===== src/rtl/core/s2i_pkg.sv =====
package s2i_pkg;

   localparam int POSITION_BITS = 16;
   localparam int VALUE_BITS    = 64;
   localparam int CHARS_BITS    = 16;
   localparam int BASE_BITS     = 6;
   localparam int CHAR_BITS     = 8;

   localparam logic [BASE_BITS-1:0] BASE_RESET = BASE_BITS'(10);
   localparam logic [BASE_BITS-1:0] BASE_DEC   = BASE_BITS'(10);
   localparam logic [BASE_BITS-1:0] BASE_HEX   = BASE_BITS'(16);
   localparam logic [BASE_BITS-1:0] BASE_OCT   = BASE_BITS'(8);
   localparam logic [BASE_BITS-1:0] BASE_BIN   = BASE_BITS'(2);

   localparam logic [2:0] PH_SPACE  = 3'd0;
   localparam logic [2:0] PH_START  = 3'd1;
   localparam logic [2:0] PH_ZERO   = 3'd2;
   localparam logic [2:0] PH_PREFIX = 3'd3;
   localparam logic [2:0] PH_DIGITS = 3'd4;
   localparam logic [2:0] PH_DONE   = 3'd5;

   localparam logic [CHAR_BITS-1:0] NO_DIGIT = 8'hFF;

   localparam logic [CHAR_BITS-1:0] CH_NUL   = 8'h00;
   localparam logic [CHAR_BITS-1:0] CH_SPACE = 8'h20;
   localparam logic [CHAR_BITS-1:0] CH_TAB   = 8'h09;
   localparam logic [CHAR_BITS-1:0] CH_LF    = 8'h0A;
   localparam logic [CHAR_BITS-1:0] CH_CR    = 8'h0D;
   localparam logic [CHAR_BITS-1:0] CH_MINUS = 8'h2D;
   localparam logic [CHAR_BITS-1:0] CH_PLUS  = 8'h2B;
   localparam logic [CHAR_BITS-1:0] CH_ZERO  = 8'h30;
   localparam logic [CHAR_BITS-1:0] CH_LOW_X = 8'h78;
   localparam logic [CHAR_BITS-1:0] CH_LOW_B = 8'h62;
   localparam logic [CHAR_BITS-1:0] CASE_BIT = 8'h20;

   typedef struct packed {
      logic [2:0]               phase;
      logic                     negative;
      logic [BASE_BITS-1:0]     base;
      logic [VALUE_BITS-1:0]    acc;
      logic [POSITION_BITS-1:0] pos;
      logic                     digit_seen;
   } parse_state_type;

   typedef struct packed {
      logic [CHARS_BITS-1:0] chars_consumed;
      logic [VALUE_BITS-1:0] value;
   } result_type;

   function automatic logic [CHAR_BITS-1:0] digit_value(input logic [CHAR_BITS-1:0] c);
      logic [CHAR_BITS-1:0] d;
      begin
         if (c >= 8'h30 && c <= 8'h39) begin
            d = c - 8'h30;
         end else if (c >= 8'h61 && c <= 8'h7A) begin
            d = c - 8'h57;
         end else if (c >= 8'h41 && c <= 8'h5A) begin
            d = c - 8'h37;
         end else begin
            d = NO_DIGIT;
         end
         return d;
      end
   endfunction

endpackage


===== src/rtl/core/s2i_step.sv =====
module s2i_step
   import s2i_pkg::*;
(
   input  logic [BASE_BITS-1:0] number_base,
   input  logic [CHAR_BITS-1:0] char_in,
   input  parse_state_type      cur,
   output parse_state_type      nxt,
   output logic                 emit,
   output result_type           result
);

   localparam logic [POSITION_BITS-1:0] POS_MAX = '1;

   logic [BASE_BITS-1:0]     start_base;
   logic [BASE_BITS-1:0]     eff_base;
   logic [CHAR_BITS-1:0]     dval;
   logic                     d_ok;
   logic [VALUE_BITS-1:0]    mac;
   logic [CHAR_BITS-1:0]     lower_c;
   logic [POSITION_BITS-1:0] end_pos;
   logic [VALUE_BITS-1:0]    emit_val;
   logic                     zero_prefix;

   // Before the PH_DIGITS phase the accumulator is still zero, so the
   // product only carries weight once a digit has been taken.
   assign mac = VALUE_BITS'(cur.acc * VALUE_BITS'(cur.base)) + VALUE_BITS'(dval);

   always_comb begin
      start_base  = (number_base == '0) ? BASE_DEC : number_base;
      eff_base    = ((cur.phase == PH_SPACE) || (cur.phase == PH_START)) ? start_base
                                                                          : cur.base;
      dval        = digit_value(char_in);
      d_ok        = (dval != NO_DIGIT) && (dval < CHAR_BITS'(eff_base));
      lower_c     = char_in | CASE_BIT;
      zero_prefix = (char_in == CH_ZERO) &&
                    ((number_base == '0) || (number_base == BASE_HEX) ||
                     (number_base == BASE_BIN));

      if (cur.phase == PH_DIGITS || cur.phase == PH_ZERO) begin
         end_pos = cur.pos;
      end else if (cur.phase == PH_PREFIX) begin
         end_pos = (cur.pos == POS_MAX || cur.pos == '0) ? cur.pos : cur.pos - 1'b1;
      end else begin
         end_pos = '0;
      end
      emit_val = cur.acc;
      if (!cur.digit_seen) begin
         emit_val = '0;
         end_pos  = '0;
      end
      if (cur.negative) begin
         emit_val = '0 - emit_val;
      end
      result.value          = emit_val;
      result.chars_consumed = CHARS_BITS'(end_pos);

      nxt  = cur;
      emit = 1'b0;
      if (char_in == CH_NUL) begin
         emit = (cur.phase < PH_DONE);
         nxt  = '0;
      end else begin
         unique case (cur.phase)
            PH_SPACE, PH_START: begin
               if (cur.phase == PH_SPACE &&
                   (char_in == CH_SPACE || char_in == CH_TAB ||
                    char_in == CH_LF || char_in == CH_CR)) begin
                  nxt.phase = PH_SPACE;
               end else if (cur.phase == PH_SPACE && char_in == CH_MINUS) begin
                  nxt.negative = 1'b1;
                  nxt.phase    = PH_START;
               end else if (cur.phase == PH_SPACE && char_in == CH_PLUS) begin
                  nxt.phase = PH_START;
               end else if (zero_prefix) begin
                  // A zero that may open a prefix counts as a digit already.
                  nxt.base       = (number_base == '0) ? BASE_OCT : number_base;
                  nxt.acc        = '0;
                  nxt.digit_seen = 1'b1;
                  nxt.phase      = PH_ZERO;
               end else begin
                  nxt.base = start_base;
                  if (d_ok) begin
                     nxt.acc        = VALUE_BITS'(dval);
                     nxt.digit_seen = 1'b1;
                     nxt.phase      = PH_DIGITS;
                  end else begin
                     emit      = 1'b1;
                     nxt.phase = PH_DONE;
                  end
               end
            end
            PH_ZERO, PH_PREFIX, PH_DIGITS: begin
               if (cur.phase == PH_ZERO && lower_c == CH_LOW_X &&
                   (cur.base == BASE_OCT || cur.base == BASE_HEX)) begin
                  nxt.base  = BASE_HEX;
                  nxt.phase = PH_PREFIX;
               end else if (cur.phase == PH_ZERO && lower_c == CH_LOW_B &&
                            (cur.base == BASE_OCT || cur.base == BASE_BIN)) begin
                  nxt.base  = BASE_BIN;
                  nxt.phase = PH_PREFIX;
               end else if (d_ok) begin
                  nxt.acc        = mac;
                  nxt.digit_seen = 1'b1;
                  nxt.phase      = PH_DIGITS;
               end else begin
                  emit      = 1'b1;
                  nxt.phase = PH_DONE;
               end
            end
            default: begin
               nxt.phase = cur.phase;
            end
         endcase
         if (cur.pos != POS_MAX) begin
            nxt.pos = cur.pos + 1'b1;
         end
      end
   end

endmodule


===== src/rtl/core/string_to_int64_parser.sv =====
// Streaming strtoll-style parser: one character per transfer on the req_
// channel, a zero byte ending each string. Blanks are skipped, one sign is
// taken, the radix comes from csr_wr_data (0 detects it from a 0x, 0b or 0
// prefix) and digits accumulate modulo 2^64.
// Exactly one result per string leaves on the rsp_ channel, at the first
// character that cannot continue the number (the zero byte included); it
// carries the signed value and the offset just past the last digit, or zero
// for both when no digit was found. Characters after it up to the zero byte
// are dropped.
// Throughput is one character per cycle while no result is stalled, set by
// the 64 by 6 bit multiply-accumulate that closes the accumulator loop.
// A character taken waits in the input register; the parse step that
// consumes it loads its result into the register that drives rsp_tdata.
// The radix register is sampled at the first character past blanks and sign.
// Reset returns the parser to the start of a string with radix 10.
// When the receiver holds rsp_tready low, the result register keeps its
// value, one more character waits in the input register, and then req_tready
// drops until the result is taken.
module string_to_int64_parser
   import s2i_pkg::*;
(
   input  logic                 clock,
   input  logic                 reset,
   input  logic                 req_tvalid,
   output logic                 req_tready,
   input  logic [7:0]           req_tdata,   // [7:0] char_in
   output logic                 rsp_tvalid,
   input  logic                 rsp_tready,
   output logic [79:0]          rsp_tdata,   // [63:0] value, [79:64] chars_consumed
   input  logic                 csr_wr_en,
   input  logic [BASE_BITS-1:0] csr_wr_data
);

   logic [BASE_BITS-1:0] base_ff, base_in;
   logic                 in_valid_ff, in_valid_in;
   logic [CHAR_BITS-1:0] in_char_ff, in_char_in;
   parse_state_type      state_ff, state_in;
   logic                 out_valid_ff, out_valid_in;
   result_type           out_data_ff, out_data_in;

   parse_state_type      step_nxt;
   logic                 step_emit;
   result_type           step_result;
   logic                 step_fire;
   logic                 req_xfer;

   s2i_step u_step (
      .number_base (base_ff),
      .char_in     (in_char_ff),
      .cur         (state_ff),
      .nxt         (step_nxt),
      .emit        (step_emit),
      .result      (step_result)
   );

   assign step_fire  = in_valid_ff && (!out_valid_ff || rsp_tready);
   assign req_tready = !in_valid_ff || step_fire;
   assign req_xfer   = req_tvalid && req_tready;
   assign rsp_tvalid = out_valid_ff;
   assign rsp_tdata  = out_data_ff;

   always_comb begin
      base_in      = csr_wr_en ? csr_wr_data : base_ff;
      in_char_in   = req_xfer ? req_tdata : in_char_ff;
      in_valid_in  = req_xfer ? 1'b1 : (step_fire ? 1'b0 : in_valid_ff);
      state_in     = step_fire ? step_nxt : state_ff;
      out_data_in  = out_data_ff;
      out_valid_in = out_valid_ff;
      if (step_fire && step_emit) begin
         out_data_in  = step_result;
         out_valid_in = 1'b1;
      end else if (rsp_tready) begin
         out_valid_in = 1'b0;
      end
   end

   always_ff @(posedge clock) begin
      if (reset) begin
         base_ff      <= BASE_RESET;
         in_valid_ff  <= 1'b0;
         state_ff     <= '0;
         out_valid_ff <= 1'b0;
      end else begin
         base_ff      <= base_in;
         in_valid_ff  <= in_valid_in;
         state_ff     <= state_in;
         out_valid_ff <= out_valid_in;
      end
   end

   always_ff @(posedge clock) begin
      in_char_ff  <= in_char_in;
      out_data_ff <= out_data_in;
   end

   a_nul_rearms: assert property (@(posedge clock) disable iff (reset)
      step_fire && in_char_ff == CH_NUL |=> state_ff.phase == PH_SPACE &&
                                           state_ff.pos == '0)
      else $error("zero byte did not rearm the parser");

   a_single_result: assert property (@(posedge clock) disable iff (reset)
      step_fire && step_emit |-> state_ff.phase != PH_DONE)
      else $error("second result for one string");

   a_seen_phase: assert property (@(posedge clock) disable iff (reset)
      state_ff.digit_seen |-> state_ff.phase != PH_SPACE && state_ff.phase != PH_START)
      else $error("digit flagged before number start");

   a_digit_base: assert property (@(posedge clock) disable iff (reset)
      state_ff.phase == PH_DIGITS |-> state_ff.base != '0)
      else $error("digits accumulated with zero radix");

   a_no_overrun: assert property (@(posedge clock) disable iff (reset)
      out_valid_ff && !rsp_tready |-> !step_fire)
      else $error("parse step advanced over a stalled result");

endmodule

===== config.mk =====
export PLATFORM = sky130hd
export DESIGN_NAME = string_to_int64_parser
export DESIGN_NICKNAME = d
export VERILOG_FILES = /design/src/rtl/core/s2i_pkg.sv /design/src/rtl/core/s2i_step.sv /design/src/rtl/core/string_to_int64_parser.sv
export SDC_FILE = /design/constraint.sdc
export NUM_CORES = 1
export LEC_CHECK = 0
export BUFFER_PORTS_ARGS = -buffer_cell sky130_fd_sc_hd__buf_2
export CAP_MARGIN = 15
export CORE_UTILIZATION = 35
export CTS_CLUSTER_SIZE = 10
export DETAILED_ROUTE_END_ITERATION = 6
export PLACE_DENSITY = 0.57
export SLEW_MARGIN = 40
export SYNTH_ARGS = -nofsm -noshare
export SYNTH_HDL_FRONTEND = slang
export SYNTH_HIERARCHICAL = 1
export SYNTH_SLANG_ARGS = --single-unit

===== constraint.sdc =====
create_clock -name clock -period 21.7 [get_ports clock]
set_clock_uncertainty 0.05 [all_clocks]
set_input_delay 4.34 -clock clock [delete_from_list [all_inputs] [get_ports clock]]
set_output_delay 4.34 -clock clock [all_outputs]
set_load 0.02 [all_outputs]

Yosys cells after proc, flatten, opt, wreduce, memory -nomap -nowiden. Cells that the tools add are included. Widths: inputs -> output; s select.

Bitwise gates (word level): 0. Reductions and logical operators: 47. Mux-type cells: 55. $lt $le $gt $ge: 8. Multipliers: 1. $add $sub $neg: 7. Div/mod/pow operators: 0. Shifts and indexed selects: 0. Equality and inequality tests: 30.

Operators with widths (count): $mux 64 (6); $mux 70 (3); $pmux 70 s2 (1); $mux 91 (1); $mux 71 (1); $add 64x8->64 (1); $mul 64x6->64 (1); $mux 16 (4); $sub 1x64->64 const A (1); $eq 8x6->1 const B (4); $mux 6 (5); $eq 8x4->1 const B (3); $mux 8 (3); $mux 1 (22); $mux 3 (6); $add 16x1->16 const B (1); $eq 16x16->1 const B (1); $ge 8x7->1 const B (2); $le 8x7->1 const B (2); $logic_not 16->1 (1); $ne 16x16->1 const B (1); $sub 16x1->16 const B (1); $sub 8x6->8 const B (2); $logic_and 1x1->1 (15); other kinds (33) (60).

Word-level logic and storage cells: 160. Latch bits: 0. Bits in read-only memories: 0. Memories kept: 0. Memory bits (writable): 0. Output and inout port bits: 82. Bits in registers: 187. Input port bits: 19.

Logic depth before layout (Yosys ltp).
Depth in word-level cells: 16. Mapped depth: 25. Gate-level depth less buffers: 25.

By module. The synthesis kept the hierarchy.

Modules (own cells, without submodules): s2i_step (sequential area each 0.0 um2, area each 16762.3 um2, instances 1, cells each 2190); string_to_int64_parser (sequential area each 4624.4 um2, area each 7114.3 um2, instances 1, cells each 514).

Worst setup path after synthesis. OpenSTA, ideal clock, no wires.

Path kind: input to output. From: input port rsp_tready. To: output port req_tready. Data arrival time: 4.658 ns. Cell stages on the path: 2. Path buffers: 0. Slack: 12.652 ns. Data required time: 17.310 ns. Cell sequence: nor2b_4 > nand2_1.

Longest elaborated chain between the ends: 3.

RTL lines: from (decl) (RTL line string_to_int64_parser.sv:28) `input logic rsp_tready,`; $logic_or 1x1->1 (RTL line string_to_int64_parser.sv:56) `assign step_fire = in_valid_ff && (!out_valid_ff || rsp_tready);`; $logic_and 1x1->1 (RTL line string_to_int64_parser.sv:56); $logic_or 1x1->1 (RTL line string_to_int64_parser.sv:57) `assign req_tready = !in_valid_ff || step_fire;`; to (decl) (RTL line string_to_int64_parser.sv:25) `output logic req_tready,`.

Every way passes these cells.

Worst setup path in the final report. Ends and elaborated chain as after synthesis.

==> reports/metrics.yaml <==
power_and_ir_drop:
  pwr-share-clk_pct: 41.0
  seq_power_share_pct: 47.6
  ir_drop_uv: 53.6
  p_per_area_nw_per_um2: 32.3
  combPwrFrac_pct: 11.4
  p_sw_share_pct: 29.0
  leakage_nw: 11.2
  power.internal_uw: 583
  power.switching_uw: 238
die:
  row_count: 95
  num_io_pins: 101
  die_width_um: 263
  core-area_um2: 67300
  die_area_um2: 69300
  fp.dieH_um: 263
  start_util_pct: 35.5
grt:
  grt_pass1_wl_um: 110000
  gr-usage-met1_pct: 27.0
  antenna_found_initial: 1
  met2_usage_pct: 32.8
  grt_pass1_vias: 19700
  grt_util_met3_pct: 2.74
  track_usage_pct: 19.8
  top_usage_layer: "met2"
  grt-ovfl-total: 0
  grt_max_degree: 130
detailed_routing:
  drc: 0
  totalWireLength_um: 67300
  num_vias: 19100
  wl_per_cell_um: 19.0
  drtPass1Iterations: 5
  drt_iter0_markers: 1360
  ant_nets: 0
  viasPerCell: 5.40
clock_network:
  cts_resized: 0
  path_clk_slew_ns: 0.07
  cts_buffers: 17
  root_buffer: "clkbuf_16"
  cts.sinks: 187
  cts.path.max_buffers: 2
  post_cts_buffers: 0
  insertion_delay_ns: 0.51
  tritoncts: "built"
  htreeDepth: 4
  holdBufCountCts: 0
synth:
  syn_nets: 3109
  synth_simple_gate_area_share_pct: 25.3
  ys_types: 94
  synth_compound_area_share_pct: 13.1
  synthCells: 2704
  async_flop_share_pct: 0
  synth_ff_type: "dfxtp_1"
  synth.most_common_cell: "and2_1"
  netlist_area_um2: 23900
  yosys-top-cells-count: "and2_1, nand2_1, fa_1"
  yosysWarnings: 6
  synthAdderAreaFrac_pct: 27.8
  yosysSeqAreaShare_pct: 19.4
  synthMuxAreaShare_pct: 4.29
  synth_top_family_by_area: "adder cells"
  synth-edff-count: 88
  yosysTopAreaCellShare_pct: 20.3
  synthXorXnorAreaFrac_pct: 4.29
  synth.top_cells.by_area: "fa_1, edfxtp_1, dfxtp_1"
  synth-seq-cells: 187
  avgSynthCellArea_um2: 8.83
  yosysTopAreaCell: "fa_1"
min_path:
  min_from: "state_ff[80]"
  min_to: "state_ff[80]"
  holdPathStages: 2
  min_path_type: "reg -> reg"
flow_run:
  drv_cap: 0
place:
  io_buffers: 100
  routabilityCongestion: 0.876
  dp_hpwl_um: 48600
finish:
  antenna_cells: 0
  fillers: 6848
  fin_util_pct: 37.8
  syn_to_final_growth_pct: 6.41
  nets: 3059
  drive_gt1_share_pct: 7.72
worst_setup_path:
  crit_top_cell: "buf_2"
  path_buf_inv: 2
  critPathMaxStageDelay_ns: 0.20
  endpoint_kind: "primary output"
  worstPathArrival_ns: 4.90
  worst_r2r_path_depth: 21
  r2r_end: "state_ff[77]"
  startpoint_type: "primary input"
  r2r_start: "state_ff[85]"
  worstPathCellList: "buf_2, nor2b_4, nand2_1, buf_2"
  critPathKind: "in -> out"
  r2r_slack_ns: 14.46
  critical_path.top_delay_family: "simple AND/OR/NAND/NOR gates"
  critPathMaxFanout: 5
  critPathRequiredTime_ns: 17.31
  cpMaxStageDelayCell: "nor2b_4"
sta:
  fin_crit_ns: 9.29
  worst_slew_pin_slew_ns: 0.823
  drv_slew: 0
  rsz0062_at_grt: "no"
  tns_ns: 0
  finalHoldViolations: 0
  post-route-period-util_pct: 42.8
  fmax_ghz: 0.108
  finalSetupViolations: 0
  max-slew-margin-rel_pct: 44.6
status:
  status: "completed"
-- through the flow --
step	hold WS (ns)	worst slack, ns	area [um^2]	power, mW	cells
after floorplan	0.397	12.65	23900	0.466	2704
after global placement	0.459	12.39	24800	0.491	3507
after detailed placement	0.471	12.41	24800	0.493	3508
after CTS	0.481	12.41	25400	0.835	3540
after global routing	0.497	12.38	25400	0.852	3540
final	0.480	12.41	25400	0.821	3540
-- flip-flops by register name (all words and copies together) (netlist names) --
signal / count
rsp_tdata: 80
in_valid_ff: 1
in_char_ff: 8
base_ff: 6
state_ff: 91
rsp_tvalid: 1
-- area by class of cell --
cell class                      count  area (um^2)  area share [%]
Tap cell                          873         1090            4.30
Clock buffer                       19          454            1.79
Sequential cell                   187         4630            18.2
Multi-Input combinational cell   2203        17900            70.5
Timing Repair Buffer              126          713            2.81
Clock inverter                     13          145           0.571
Inverter                          119          447            1.76
-- routing by layer --
layer	vias to the layer above	part of all wire, %	wire [um]
met4	0	1.8	1180
li1	9038	-	-
met1	9584	47	31300
met2	433	47	31900
met5	-	0	0
met3	66	4.3	2870
-- cell families (layout without fill, tap and decap cells) --
family / count (synthesis) / after routing
simple gates: 1117 / 1117
compound gates: 481 / 481
fa+ha+maj: 386 / 386
buf+inv: 314 / 277
flops: 187 / 187
xor+xnor: 117 / 117
mux: 102 / 102
-- how the worst max path moves through the flow --
| stage | start | endpoint | slack, ns | depth (start not counted) |
|---|---|---|---|---|
| finish | rsp_tready | req_tready | 12.41 | 4 |
| global route | rsp_tready | req_tready | 12.38 | 4 |
| CTS | rsp_tready | req_tready | 12.41 | 4 |
| detailed placement | rsp_tready | req_tready | 12.41 | 4 |
| global placement | rsp_tready | req_tready | 12.39 | 4 |
| floorplan | rsp_tready | req_tready | 12.65 | 2 |
-- cells in the final DEF, fill, tap and decap left out, drive strengths merged, types with 30 or more instances in the layout --
cell and n:
and2 305, nand2 254, fa 242, nand2b 200
nor2 155, ha 144, o21ai 131, inv 127
buf 126, a21oi 124, mux2i 100, dfxtp 99
edfxtp 88, xor2 61, xnor2 56, a21o 39
nor3 32, nand3 30
-- power by group through the flow --
stage | logic (mW) | clock network, mW | registers [mW]
2_1_floorplan | 0.0618 | 0 | 0.404
3_3_place_gp | 0.0918 | 0 | 0.399
3_5_place_dp | 0.0937 | 0 | 0.399
4_1_cts | 0.0940 | 0.349 | 0.391
5_1_grt | 0.101 | 0.358 | 0.393
6_report | 0.0933 | 0.337 | 0.391
-- worst reg2reg max path: cells and delay by family, from the launching register on --
| family | cells | cell delay (ns) |
|---|---|---|
| fa+ha+maj | 5 | 2.39 |
| compound gates | 8 | 2.20 |
| simple gates | 4 | 1.01 |
| flops | 1 | 0.77 |
| buf+inv | 3 | 0.60 |
| mux | 1 | 0.06 |
Power figures use the tool's default switching activity.
